**src/hdl/plc_pkg.sv**
```systemverilog
// Shared types and constants of the parcel locker controller.
`timescale 1ns / 1ps

package plc_pkg;

  localparam int DIST_W     = 10;
  localparam int WEIGHT_W   = 32;
  localparam int THRESH_W   = 24;
  localparam int LEVEL_W    = 4;
  localparam int TICK_W     = 16;
  localparam int PHASE_W    = 3;
  localparam int CFG_IDX_W  = 3;
  localparam int CFG_DATA_W = 24;

  localparam logic [DIST_W-1:0]   DETECT_RST   = 10'd15;
  localparam logic [THRESH_W-1:0] THRESH_RST   = 24'd200000;
  localparam logic [LEVEL_W-1:0]  CONFIRM_RST  = 4'd3;
  localparam logic [LEVEL_W-1:0]  MAXFAIL_RST  = 4'd5;
  localparam logic [TICK_W-1:0]   HOLD_RST     = 16'd30;
  localparam logic [TICK_W-1:0]   SETTLE_RST   = 16'd8;
  localparam logic [TICK_W-1:0]   COOLDOWN_RST = 16'd20;
  localparam logic [LEVEL_W-1:0]  LEVEL_MAX    = 4'd15;
  localparam logic [TICK_W-1:0]   TICK_MAX     = 16'hFFFF;

  typedef enum logic [PHASE_W-1:0] {
    PH_SAMPLING = 3'd0,
    PH_IDLE     = 3'd1,
    PH_ACTING   = 3'd2,
    PH_SETTLING = 3'd3,
    PH_ERROR    = 3'd4
  } phase_e;

  typedef enum logic [CFG_IDX_W-1:0] {
    CFG_DETECT   = 3'd0,
    CFG_THRESH   = 3'd1,
    CFG_CONFIRM  = 3'd2,
    CFG_MAXFAIL  = 3'd3,
    CFG_HOLD     = 3'd4,
    CFG_SETTLE   = 3'd5,
    CFG_COOLDOWN = 3'd6
  } cfg_idx_e;

  typedef enum logic [1:0] {
    ST_WAIT,
    ST_EVAL,
    ST_DIV,
    ST_PUSH
  } ctrl_state_e;

  typedef struct packed {
    logic in_load;
    logic eval;
    logic div_start;
    logic base_load;
    logic out_load;
  } plc_cmd_t;

  typedef struct packed {
    logic need_div;
    logic div_busy;
  } plc_sts_t;

endpackage

```
**src/hdl/plc_div.sv**
```systemverilog
// Signed by unsigned restoring divider, one quotient bit per cycle.
`timescale 1ns / 1ps

module plc_div #(
  parameter int NUM_W = 35,
  parameter int DEN_W = 3
) (
  input  logic                    clk_i,
  input  logic                    rst_ni,
  input  logic                    start_i,
  input  logic signed [NUM_W-1:0] num_i,
  input  logic        [DEN_W-1:0] den_i,
  output logic                    busy_o,
  output logic signed [NUM_W-1:0] quo_o
);

  localparam int CNT_W = $clog2(NUM_W + 1);

  logic             busy_q, busy_d;
  logic [CNT_W-1:0] cnt_q, cnt_d;
  logic             neg_q;
  logic [NUM_W-1:0] quo_q;
  logic [DEN_W-1:0] rem_q;
  logic [DEN_W-1:0] den_q;
  logic [DEN_W:0]   trial;
  logic [DEN_W:0]   diff;
  logic             fits;
  logic [NUM_W-1:0] mag;

  assign trial = {rem_q, quo_q[NUM_W-1]};
  assign fits  = trial >= {1'b0, den_q};
  assign diff  = trial - {1'b0, den_q};
  assign mag   = num_i[NUM_W-1] ? NUM_W'(-num_i) : NUM_W'(num_i);

  always_comb begin
    busy_d = busy_q;
    cnt_d  = cnt_q;
    if (start_i) begin
      busy_d = 1'b1;
      cnt_d  = CNT_W'(NUM_W);
    end else if (busy_q) begin
      cnt_d = cnt_q - 1'b1;
      if (cnt_q == CNT_W'(1)) begin
        busy_d = 1'b0;
      end
    end
  end

  always_ff @(posedge clk_i or negedge rst_ni) begin
    if (!rst_ni) begin
      busy_q <= 1'b0;
      cnt_q  <= '0;
    end else begin
      busy_q <= busy_d;
      cnt_q  <= cnt_d;
    end
  end

  always_ff @(posedge clk_i) begin
    if (start_i) begin
      quo_q <= mag;
      rem_q <= '0;
      den_q <= den_i;
      neg_q <= num_i[NUM_W-1];
    end else if (busy_q) begin
      quo_q <= {quo_q[NUM_W-2:0], fits};
      rem_q <= fits ? diff[DEN_W-1:0] : trial[DEN_W-1:0];
    end
  end

  assign busy_o = busy_q;
  assign quo_o  = neg_q ? -$signed(quo_q) : $signed(quo_q);

endmodule

```
**src/hdl/plc_dp.sv**
```systemverilog
// Datapath: configuration, input capture, tick state, next-state logic, baseline divider and result register.
`timescale 1ns / 1ps

module plc_dp #(
  parameter int BASELINE_COUNT = 5
) (
  input  logic                           clk_i,
  input  logic                           rst_ni,
  input  plc_pkg::plc_cmd_t              cmd_i,
  output plc_pkg::plc_sts_t              sts_o,
  input  logic                           distance_valid_i,
  input  logic [plc_pkg::DIST_W-1:0]     distance_cm_i,
  input  logic                           weight_valid_i,
  input  logic signed [plc_pkg::WEIGHT_W-1:0] weight_mg_i,
  input  logic                           move_failed_i,
  input  logic                           cfg_we_i,
  input  logic [plc_pkg::CFG_IDX_W-1:0]  cfg_index_i,
  input  logic [plc_pkg::CFG_DATA_W-1:0] cfg_data_i,
  output logic [plc_pkg::PHASE_W-1:0]    phase_o,
  output logic                           open_command_o,
  output logic                           close_command_o,
  output logic                           near_flag_o,
  output logic                           heavy_flag_o,
  output logic [plc_pkg::LEVEL_W-1:0]    confirm_level_o,
  output logic [plc_pkg::LEVEL_W-1:0]    failure_level_o,
  output logic signed [plc_pkg::WEIGHT_W-1:0] baseline_out_o
);

  import plc_pkg::*;

  localparam int CNT_W = $clog2(BASELINE_COUNT + 1);
  localparam int SUM_W = WEIGHT_W + CNT_W;

  // Configuration registers.
  logic [DIST_W-1:0]   det_q;
  logic [THRESH_W-1:0] thr_q;
  logic [LEVEL_W-1:0]  confirm_q;
  logic [LEVEL_W-1:0]  maxfail_q;
  logic [TICK_W-1:0]   hold_q;
  logic [TICK_W-1:0]   settle_q;
  logic [TICK_W-1:0]   cool_q;

  always_ff @(posedge clk_i or negedge rst_ni) begin
    if (!rst_ni) begin
      det_q     <= DETECT_RST;
      thr_q     <= THRESH_RST;
      confirm_q <= CONFIRM_RST;
      maxfail_q <= MAXFAIL_RST;
      hold_q    <= HOLD_RST;
      settle_q  <= SETTLE_RST;
      cool_q    <= COOLDOWN_RST;
    end else if (cfg_we_i) begin
      case (cfg_idx_e'(cfg_index_i))
        CFG_DETECT:   det_q     <= cfg_data_i[DIST_W-1:0];
        CFG_THRESH:   thr_q     <= cfg_data_i[THRESH_W-1:0];
        CFG_CONFIRM:  confirm_q <= cfg_data_i[LEVEL_W-1:0];
        CFG_MAXFAIL:  maxfail_q <= cfg_data_i[LEVEL_W-1:0];
        CFG_HOLD:     hold_q    <= cfg_data_i[TICK_W-1:0];
        CFG_SETTLE:   settle_q  <= cfg_data_i[TICK_W-1:0];
        CFG_COOLDOWN: cool_q    <= cfg_data_i[TICK_W-1:0];
        default: ;
      endcase
    end
  end

  // Captured tick readings.
  logic                       dv_q;
  logic [DIST_W-1:0]          cm_q;
  logic                       wv_q;
  logic signed [WEIGHT_W-1:0] mg_q;
  logic                       mf_q;

  always_ff @(posedge clk_i) begin
    if (cmd_i.in_load) begin
      dv_q <= distance_valid_i;
      cm_q <= distance_cm_i;
      wv_q <= weight_valid_i;
      mg_q <= weight_mg_i;
      mf_q <= move_failed_i;
    end
  end

  // Tick state.
  phase_e                     phase_q, phase_d;
  logic [TICK_W-1:0]          el_q, el_d;
  logic [LEVEL_W-1:0]         cc_q, cc_d;
  logic [LEVEL_W-1:0]         fc_q, fc_d;
  logic signed [WEIGHT_W-1:0] base_q;
  logic signed [SUM_W-1:0]    sum_q, sum_d;
  logic [CNT_W-1:0]           vs_q, vs_d;
  logic [CNT_W-1:0]           idx_q, idx_d;
  logic                       init_q, init_d;
  logic                       open_q, open_d;
  logic                       close_q, close_d;
  logic                       near_q, near_d;
  logic                       heavy_q, heavy_d;
  logic                       entered;
  logic                       need_div;

  logic [TICK_W-1:0]          el_inc;
  logic [LEVEL_W-1:0]         fc_inc;
  logic [LEVEL_W-1:0]         cc_inc;
  logic signed [SUM_W-1:0]    sum_add;
  logic [CNT_W-1:0]           vs_inc;
  logic [CNT_W-1:0]           idx_inc;
  logic signed [WEIGHT_W:0]   rise;
  logic signed [WEIGHT_W:0]   thr_ext;
  logic                       near_c;
  logic                       heavy_c;
  phase_e                     settle_ph;
  logic signed [SUM_W-1:0]    quo;
  logic                       div_busy;

  assign el_inc  = (el_q == TICK_MAX) ? el_q : el_q + 1'b1;
  assign fc_inc  = (fc_q == LEVEL_MAX) ? fc_q : fc_q + 1'b1;
  assign cc_inc  = (cc_q == LEVEL_MAX) ? cc_q : cc_q + 1'b1;
  assign sum_add = wv_q ? sum_q + SUM_W'(mg_q) : sum_q;
  assign vs_inc  = vs_q + CNT_W'(wv_q);
  assign idx_inc = idx_q + 1'b1;
  assign rise    = $signed({mg_q[WEIGHT_W-1], mg_q}) - $signed({base_q[WEIGHT_W-1], base_q});
  assign thr_ext = $signed({{(WEIGHT_W + 1 - THRESH_W){1'b0}}, thr_q});
  assign near_c  = (cm_q != '0) && (cm_q < det_q);
  assign heavy_c = rise > thr_ext;
  assign settle_ph = (settle_q == '0) ? PH_SAMPLING : PH_SETTLING;

  always_comb begin
    phase_d  = phase_q;
    el_d     = el_q;
    cc_d     = cc_q;
    fc_d     = fc_q;
    sum_d    = sum_q;
    vs_d     = vs_q;
    idx_d    = idx_q;
    init_d   = init_q;
    open_d   = 1'b0;
    close_d  = 1'b0;
    near_d   = 1'b0;
    heavy_d  = 1'b0;
    entered  = 1'b0;
    need_div = 1'b0;
    case (phase_q)
      PH_SAMPLING: begin
        sum_d = sum_add;
        vs_d  = vs_inc;
        idx_d = idx_inc;
        if (idx_inc >= CNT_W'(BASELINE_COUNT)) begin
          need_div = (vs_inc != '0);
          phase_d  = ((vs_inc == '0) && init_q) ? PH_ERROR : PH_IDLE;
          entered  = 1'b1;
          init_d   = 1'b0;
        end
      end
      PH_IDLE: begin
        if (!dv_q || !wv_q) begin
          fc_d = fc_inc;
          if (fc_inc >= maxfail_q) begin
            phase_d = PH_ERROR;
            entered = 1'b1;
          end
        end else begin
          fc_d    = '0;
          near_d  = near_c;
          heavy_d = heavy_c;
          cc_d    = (near_c && heavy_c) ? cc_inc : '0;
          if (cc_d >= confirm_q) begin
            cc_d    = '0;
            open_d  = 1'b1;
            phase_d = mf_q ? PH_ERROR : PH_ACTING;
            entered = 1'b1;
          end
        end
      end
      PH_ACTING: begin
        el_d = el_inc;
        if (el_inc >= hold_q) begin
          close_d = 1'b1;
          phase_d = mf_q ? PH_ERROR : settle_ph;
          entered = 1'b1;
        end
      end
      PH_SETTLING: begin
        el_d = el_inc;
        if (el_inc >= settle_q) begin
          phase_d = PH_SAMPLING;
          entered = 1'b1;
        end
      end
      default: begin
        // Error, and any phase code that means nothing.
        phase_d = PH_ERROR;
        el_d    = el_inc;
        if (el_inc > cool_q) begin
          fc_d    = '0;
          cc_d    = '0;
          close_d = 1'b1;
          phase_d = settle_ph;
          entered = 1'b1;
        end
      end
    endcase
    if (entered) begin
      el_d = '0;
      if (phase_d == PH_SAMPLING) begin
        sum_d = '0;
        vs_d  = '0;
        idx_d = '0;
      end
    end
  end

  always_ff @(posedge clk_i or negedge rst_ni) begin
    if (!rst_ni) begin
      phase_q <= PH_SAMPLING;
      el_q    <= '0;
      cc_q    <= '0;
      fc_q    <= '0;
      base_q  <= '0;
      sum_q   <= '0;
      vs_q    <= '0;
      idx_q   <= '0;
      init_q  <= 1'b1;
      open_q  <= 1'b0;
      close_q <= 1'b0;
      near_q  <= 1'b0;
      heavy_q <= 1'b0;
    end else begin
      if (cmd_i.eval) begin
        phase_q <= phase_d;
        el_q    <= el_d;
        cc_q    <= cc_d;
        fc_q    <= fc_d;
        sum_q   <= sum_d;
        vs_q    <= vs_d;
        idx_q   <= idx_d;
        init_q  <= init_d;
        open_q  <= open_d;
        close_q <= close_d;
        near_q  <= near_d;
        heavy_q <= heavy_d;
      end
      if (cmd_i.base_load) begin
        base_q <= quo[WEIGHT_W-1:0];
      end
    end
  end

  // The new baseline is the sample sum over the valid-sample count.
  plc_div #(
    .NUM_W (SUM_W),
    .DEN_W (CNT_W)
  ) u_div (
    .clk_i   (clk_i),
    .rst_ni  (rst_ni),
    .start_i (cmd_i.div_start),
    .num_i   (sum_add),
    .den_i   (vs_inc),
    .busy_o  (div_busy),
    .quo_o   (quo)
  );

  assign sts_o.need_div = need_div;
  assign sts_o.div_busy = div_busy;

  // Result register.
  always_ff @(posedge clk_i) begin
    if (cmd_i.out_load) begin
      phase_o         <= phase_q;
      open_command_o  <= open_q;
      close_command_o <= close_q;
      near_flag_o     <= near_q;
      heavy_flag_o    <= heavy_q;
      confirm_level_o <= cc_q;
      failure_level_o <= fc_q;
      baseline_out_o  <= base_q;
    end
  end

endmodule

```
**src/hdl/plc_ctrl.sv**
```systemverilog
// Controller: sequences one tick through evaluate, divide and result hand-off.
`timescale 1ns / 1ps

module plc_ctrl (
  input  logic              clk_i,
  input  logic              rst_ni,
  input  logic              in_valid_i,
  output logic              in_stall_o,
  input  logic              out_stall_i,
  output logic              out_valid_o,
  input  plc_pkg::plc_sts_t sts_i,
  output plc_pkg::plc_cmd_t cmd_o
);

  import plc_pkg::*;

  ctrl_state_e state_q, state_d;
  logic        out_valid_q, out_valid_d;
  logic        out_free;

  assign out_free = !out_valid_q || !out_stall_i;

  always_comb begin
    state_d = state_q;
    case (state_q)
      ST_WAIT: if (in_valid_i) state_d = ST_EVAL;
      ST_EVAL: state_d = sts_i.need_div ? ST_DIV : ST_PUSH;
      ST_DIV:  if (!sts_i.div_busy) state_d = ST_PUSH;
      ST_PUSH: if (out_free) state_d = ST_WAIT;
      default: state_d = ST_WAIT;
    endcase
  end

  always_comb begin
    cmd_o = '0;
    case (state_q)
      ST_WAIT: cmd_o.in_load = in_valid_i;
      ST_EVAL: begin
        cmd_o.eval      = 1'b1;
        cmd_o.div_start = sts_i.need_div;
      end
      ST_DIV:  cmd_o.base_load = !sts_i.div_busy;
      ST_PUSH: cmd_o.out_load = out_free;
      default: ;
    endcase
  end

  always_comb begin
    out_valid_d = out_valid_q;
    if (cmd_o.out_load) begin
      out_valid_d = 1'b1;
    end else if (!out_stall_i) begin
      out_valid_d = 1'b0;
    end
  end

  always_ff @(posedge clk_i or negedge rst_ni) begin
    if (!rst_ni) begin
      state_q     <= ST_WAIT;
      out_valid_q <= 1'b0;
    end else begin
      state_q     <= state_d;
      out_valid_q <= out_valid_d;
    end
  end

  assign in_stall_o  = (state_q != ST_WAIT);
  assign out_valid_o = out_valid_q;

endmodule

```
**src/hdl/parcel_locker_controller.sv**
```systemverilog
// Top level of the parcel locker controller.
`timescale 1ns / 1ps

// Each input transaction is one tick: distance and weight readings with
// their valid flags, plus a flag saying the servo move commanded on this
// tick failed. Each tick yields exactly one result transaction that shows
// the phase after the tick, the open and close command pulses, the near and
// heavy flags, both counters and the current weight baseline.
// Both data channels move a transaction on a clock edge where valid is high
// and stall is low. Configuration writes use their own valid/ready channel,
// are always ready, and must only be issued while no tick is in flight.
// An ordinary tick runs capture at the accepting edge, then evaluate, then
// the load of the result register. Input stays stalled until the tick is
// done, so a new tick is not accepted before the last one is through. The
// tick that closes a baseline pass with at least one valid sample also runs
// the baseline division, one quotient bit per cycle over the sample sum.
// The result register separates the channels: a new tick is accepted while
// an earlier result still waits, and if the receiver keeps stalling, the
// following result waits in the evaluate path and input stays stalled.
// Reset restores the configuration and tick state and starts the initial
// baseline pass; no item is lost or repeated across a receiver stall.

module parcel_locker_controller #(
  parameter int BASELINE_COUNT = 5
) (
  input  logic                                clk_i,
  input  logic                                rst_ni,
  input  logic                                in_valid_i,
  output logic                                in_stall_o,
  input  logic                                distance_valid_i,
  input  logic [plc_pkg::DIST_W-1:0]          distance_cm_i,
  input  logic                                weight_valid_i,
  input  logic signed [plc_pkg::WEIGHT_W-1:0] weight_mg_i,
  input  logic                                move_failed_i,
  output logic                                out_valid_o,
  input  logic                                out_stall_i,
  output logic [plc_pkg::PHASE_W-1:0]         phase_o,
  output logic                                open_command_o,
  output logic                                close_command_o,
  output logic                                near_flag_o,
  output logic                                heavy_flag_o,
  output logic [plc_pkg::LEVEL_W-1:0]         confirm_level_o,
  output logic [plc_pkg::LEVEL_W-1:0]         failure_level_o,
  output logic signed [plc_pkg::WEIGHT_W-1:0] baseline_out_o,
  input  logic                                cfg_valid_i,
  output logic                                cfg_ready_o,
  input  logic [plc_pkg::CFG_IDX_W-1:0]       cfg_index_i,
  input  logic [plc_pkg::CFG_DATA_W-1:0]      cfg_data_i
);

  import plc_pkg::*;

  plc_cmd_t cmd;
  plc_sts_t sts;

  // Configuration writes go straight into their registers, so the port never waits.
  assign cfg_ready_o = 1'b1;

  plc_ctrl u_ctrl (
    .clk_i       (clk_i),
    .rst_ni      (rst_ni),
    .in_valid_i  (in_valid_i),
    .in_stall_o  (in_stall_o),
    .out_stall_i (out_stall_i),
    .out_valid_o (out_valid_o),
    .sts_i       (sts),
    .cmd_o       (cmd)
  );

  plc_dp #(
    .BASELINE_COUNT (BASELINE_COUNT)
  ) u_dp (
    .clk_i            (clk_i),
    .rst_ni           (rst_ni),
    .cmd_i            (cmd),
    .sts_o            (sts),
    .distance_valid_i (distance_valid_i),
    .distance_cm_i    (distance_cm_i),
    .weight_valid_i   (weight_valid_i),
    .weight_mg_i      (weight_mg_i),
    .move_failed_i    (move_failed_i),
    .cfg_we_i         (cfg_valid_i && cfg_ready_o),
    .cfg_index_i      (cfg_index_i),
    .cfg_data_i       (cfg_data_i),
    .phase_o          (phase_o),
    .open_command_o   (open_command_o),
    .close_command_o  (close_command_o),
    .near_flag_o      (near_flag_o),
    .heavy_flag_o     (heavy_flag_o),
    .confirm_level_o  (confirm_level_o),
    .failure_level_o  (failure_level_o),
    .baseline_out_o   (baseline_out_o)
  );

endmodule

```
**config.mk**
```make
export PLATFORM = sky130hd
export DESIGN_NAME = parcel_locker_controller
export DESIGN_NICKNAME = d
export VERILOG_FILES = /design/src/hdl/plc_pkg.sv /design/src/hdl/plc_div.sv /design/src/hdl/plc_dp.sv /design/src/hdl/plc_ctrl.sv /design/src/hdl/parcel_locker_controller.sv
export SDC_FILE = /design/constraint.sdc
export NUM_CORES = 1
export LEC_CHECK = 0
export BUFFER_PORTS_ARGS = -buffer_cell sky130_fd_sc_hd__buf_2
export CORE_MARGIN = 5
export CORE_UTILIZATION = 49
export DETAILED_ROUTE_END_ITERATION = 8
export PLACE_DENSITY = 0.67
export SLEW_MARGIN = 10
export SYNTH_ARGS = -nofsm -noshare
export SYNTH_HDL_FRONTEND = slang
export SYNTH_SLANG_ARGS = --single-unit
```
**constraint.sdc**
```tcl
create_clock -name clk_i -period 17.5 [get_ports clk_i]
set_clock_uncertainty 0.1 [all_clocks]
set_input_delay 1.75 -clock clk_i [delete_from_list [all_inputs] [get_ports clk_i]]
set_output_delay 1.75 -clock clk_i [all_outputs]
set_load 0.005 [all_outputs]
```
==> out/metrics.yaml <==
worst_setup_path:
  r2r_setup_slack_ps: 9820
  regToRegStartpoint: "u_dp.base_q[0]"
  rr_endpoint: "u_dp.el_q[8]"
  cp-end-kind: "flip-flop"
  endpoint: "u_dp.el_q[8]"
  arrival_ps: 8030
  path_class: "flip-flop to flip-flop"
  startpoint: "u_dp.base_q[0]"
  cp-start-kind: "flip-flop"
  crit_fanout: 17
  r2r_cells: 26
  worst_ep_required_time_ps: 17840
min_path:
  hold_path.class: "flip-flop to flip-flop"
  holdPathStages: 0
final_layout:
  design_area_sq_um: 23700
  final_common_cell: "nand2_1"
  fin_nets: 2579
  postLayoutCoreUtil_pct: 55.2
  final_cell_mix: "nand2_1 (310), o21ai_0 (204), dfrtp_1 (183)"
  drive_above_1_share_pct: 14.0
  seq_area_sq_um: 9150
  syn2layout_area_growth_pct: 11.6
  nFillCells: 3900
  multi_input_comb_area_sq_um: 11200
grt:
  grt_pass1_wl_um: 91900
  antenna_found_initial: 1
  grt_max_degree: 92
  grt_overflow: 0
  grt_pass1_vias: 16600
  track_usage_pct: 24.3
sta:
  relSlewSlack_pct: 25.5
  tns_ps: 0
  finalMaxSlewViolations: 0
  hold_violations: 0
  clock.fmax_ghz: 0.130
  fin_crit_sh_pct: 43.9
  rsz0062_at_grt: "no"
  tightest_slew_ps: 1110
  finalSetupViolCount: 0
  fin_crit_ps: 7680
  worst_slack_ps: 9820
place:
  pre_cts_slack_ps: 9810
  dpl-instance-area_sq_um: 22500
  place_hpwl_um: 44400
  globalplace.congestion: 0.939
  port_buffers: 125
drt:
  drt_iter0_drc: 1074
  drt-wirelength-per-cell_um: 19.9
  drc: 0
  drtPass1Iterations: 6
  wirelength_um: 58600
  viasPerCell: 5.76
  num_vias: 17000
  drtAntennaViolNets: 0
clock_tree:
  clk_latency_ps: 570
  clk_pin_slew_ps: 60
  cts_tree: "built"
  cts_setup_buffers: 0
  clock_sinks: 339
  cts_root_buffer: "clkbuf_16"
  cts.htree.levels: 2
  cts_resized: 0
  hold_buffers: 0
  clock_path_buffers: 3
  cts_buffers: 40
yosys:
  synth_top_area_share_pct: 21.5
  synthCells: 2222
  yosys-top-cells-area: "dfrtp_1 (22%), edfxtp_1 (18%), ha_1 (10%), nand2_1 (5.5%), o21ai_0 (4.8%)"
  syn_nets: 2476
  avgSynthCellArea_sq_um: 9.58
  synth_warnings: 0
  netlist_area_sq_um: 21300
  synth-seq-cells: 339
  ys_types: 110
  synthArstFlopShare_pct: 60.5
  synth_top_cell_by_area: "dfrtp_1"
  synth-edff-count: 131
  synth-seq-area-share_pct: 43.0
  synth_ff_type: "dfrtp_1"
power:
  p_sw_w: 0.00172
  vdd_drop_max_uv: 88.1
  power_density_nw_per_um2: 172
  switching_share_pct: 42.1
  finalPower_w: 0.00409
  p_seq_share_pct: 31.4
  p_leak_nw: 10.3
  combPwrFrac_pct: 48.7
  power_frac_clock_pct: 20.0
  p_int_w: 0.00237
floorplan:
  die-area_sq_um: 47700
  design.core.area_sq_um: 43000
  dieHeight_um: 218
  start_util_pct: 49.5
  die_w_um: 218
  row_count: 76
  pin_count: 127
job:
  drv_cap: 0
outcome:
  status: "completed"
==> cell type report <==
class                   count  share of cell area [%]
repair buffers            142                    3.21
diodes                      1                  0.0105
flip-flops and latches    339                    38.5
well taps                 585                    3.08
inverters                 159                    2.51
clock buffers              58                    4.72
clock inverters            14                   0.553
multi-input cells        1643                    47.4
==> state kept, by name, indices dropped and copies added, names as in the netlist, 6 cells and up <==
| register | flops |
|---|---|
| u_dp.cm_q | 10 |
| u_dp.det_q | 10 |
| u_dp.thr_q | 24 |
| u_dp.settle_q | 16 |
| u_dp.mg_q | 32 |
| u_dp.el_q | 16 |
| u_dp.u_div.quo_q | 35 |
| u_dp.baseline_out_o | 32 |
| u_dp.base_q | 32 |
| u_dp.hold_q | 16 |
| u_dp.sum_q | 35 |
| u_dp.u_div.cnt_q | 6 |
| u_dp.cool_q | 16 |
==> how the worst min path moves through the flow <==
stage | from | end | slack (ps)
5_1_grt | u_dp.open_q | u_dp.open_command_o | 370
2_1_floorplan | u_dp.phase_q[1] | u_dp.phase_o[1] | 320
3_3_place_gp | u_dp.open_q | u_dp.open_command_o | 330
6_report | u_dp.heavy_q | u_dp.heavy_flag_o | 360
4_1_cts | u_dp.open_q | u_dp.open_command_o | 360
3_5_place_dp | u_dp.open_q | u_dp.open_command_o | 340
==> cell families (layout without fill, tap and decap cells) <==
family	after synthesis	count (layout)	synth area share (%)
simple gates	675	675	15.4
compound gates	600	600	18.2
other cells	1	2	0.0176
xor+xnor	123	123	5.06
buf+inv	240	373	4.38
mux	67	67	3.42
fa+ha+maj	177	177	10.5
flops	339	339	43.0
==> stage by stage <==
stage | std cells | hold WS, ps
2_1_floorplan | 2222 | 323
6_report | 2941 | 356
3_3_place_gp | 2868 | 332
4_1_cts | 2940 | 359
5_1_grt | 2940 | 370
3_5_place_dp | 2868 | 343
==> power groups by stage <==
| stage | sequential (W) | combinational, W | clock, W |
|---|---|---|---|
| floorplan | 0.00122 | 0.00149 | 0 |
| detailed placement | 0.00130 | 0.00197 | 0 |
| CTS | 0.00128 | 0.00198 | 0.000831 |
| global placement | 0.00129 | 0.00192 | 0 |
| finish | 0.00129 | 0.00199 | 0.000817 |
| global route | 0.00131 | 0.00223 | 0.000862 |
==> routing by layer <==
layer	wire length, um	global-route usage (%)
met4	1410	6.59
met5	0	0
met1	26300	33.3
met3	2980	3.10
met2	27900	40.8
==> synthesized netlist by cell type, types with 37 or more instances <==
master and n:
a21o_1 42, a21oi_1 107, clkbuf_1 65, dfrtp_1 183, edfxtp_1 131, ha_1 174, inv_1 157, mux2_2 45
nand2_1 312, nand2b_1 37, nand3_1 41, nor2_1 111, o21ai_0 204, xnor2_1 67, xor2_1 56
==> critical path, stage by stage (launching register included) <==
cell and delay (ps):
dfrtp_1 400, ha_1 240, fa_1 410, nand2b_1 190, a21oi_1 250, o21ai_0 240, a21oi_1 310, o21a_1 260
xor2_1 180, ha_1 270, a2111oi_0 470, nand3_1 150, o31ai_1 350, o2111ai_1 160, a2111oi_0 460, nand2_1 170
nand3_1 120, ha_1 220, nand2b_1 140, a21o_1 170, a21o_1 170, a21oi_1 440, mux2i_1 170, a21o_1 240
o41a_1 570, or2_2 460, o41ai_1 270
Power figures use the tool's default switching activity.
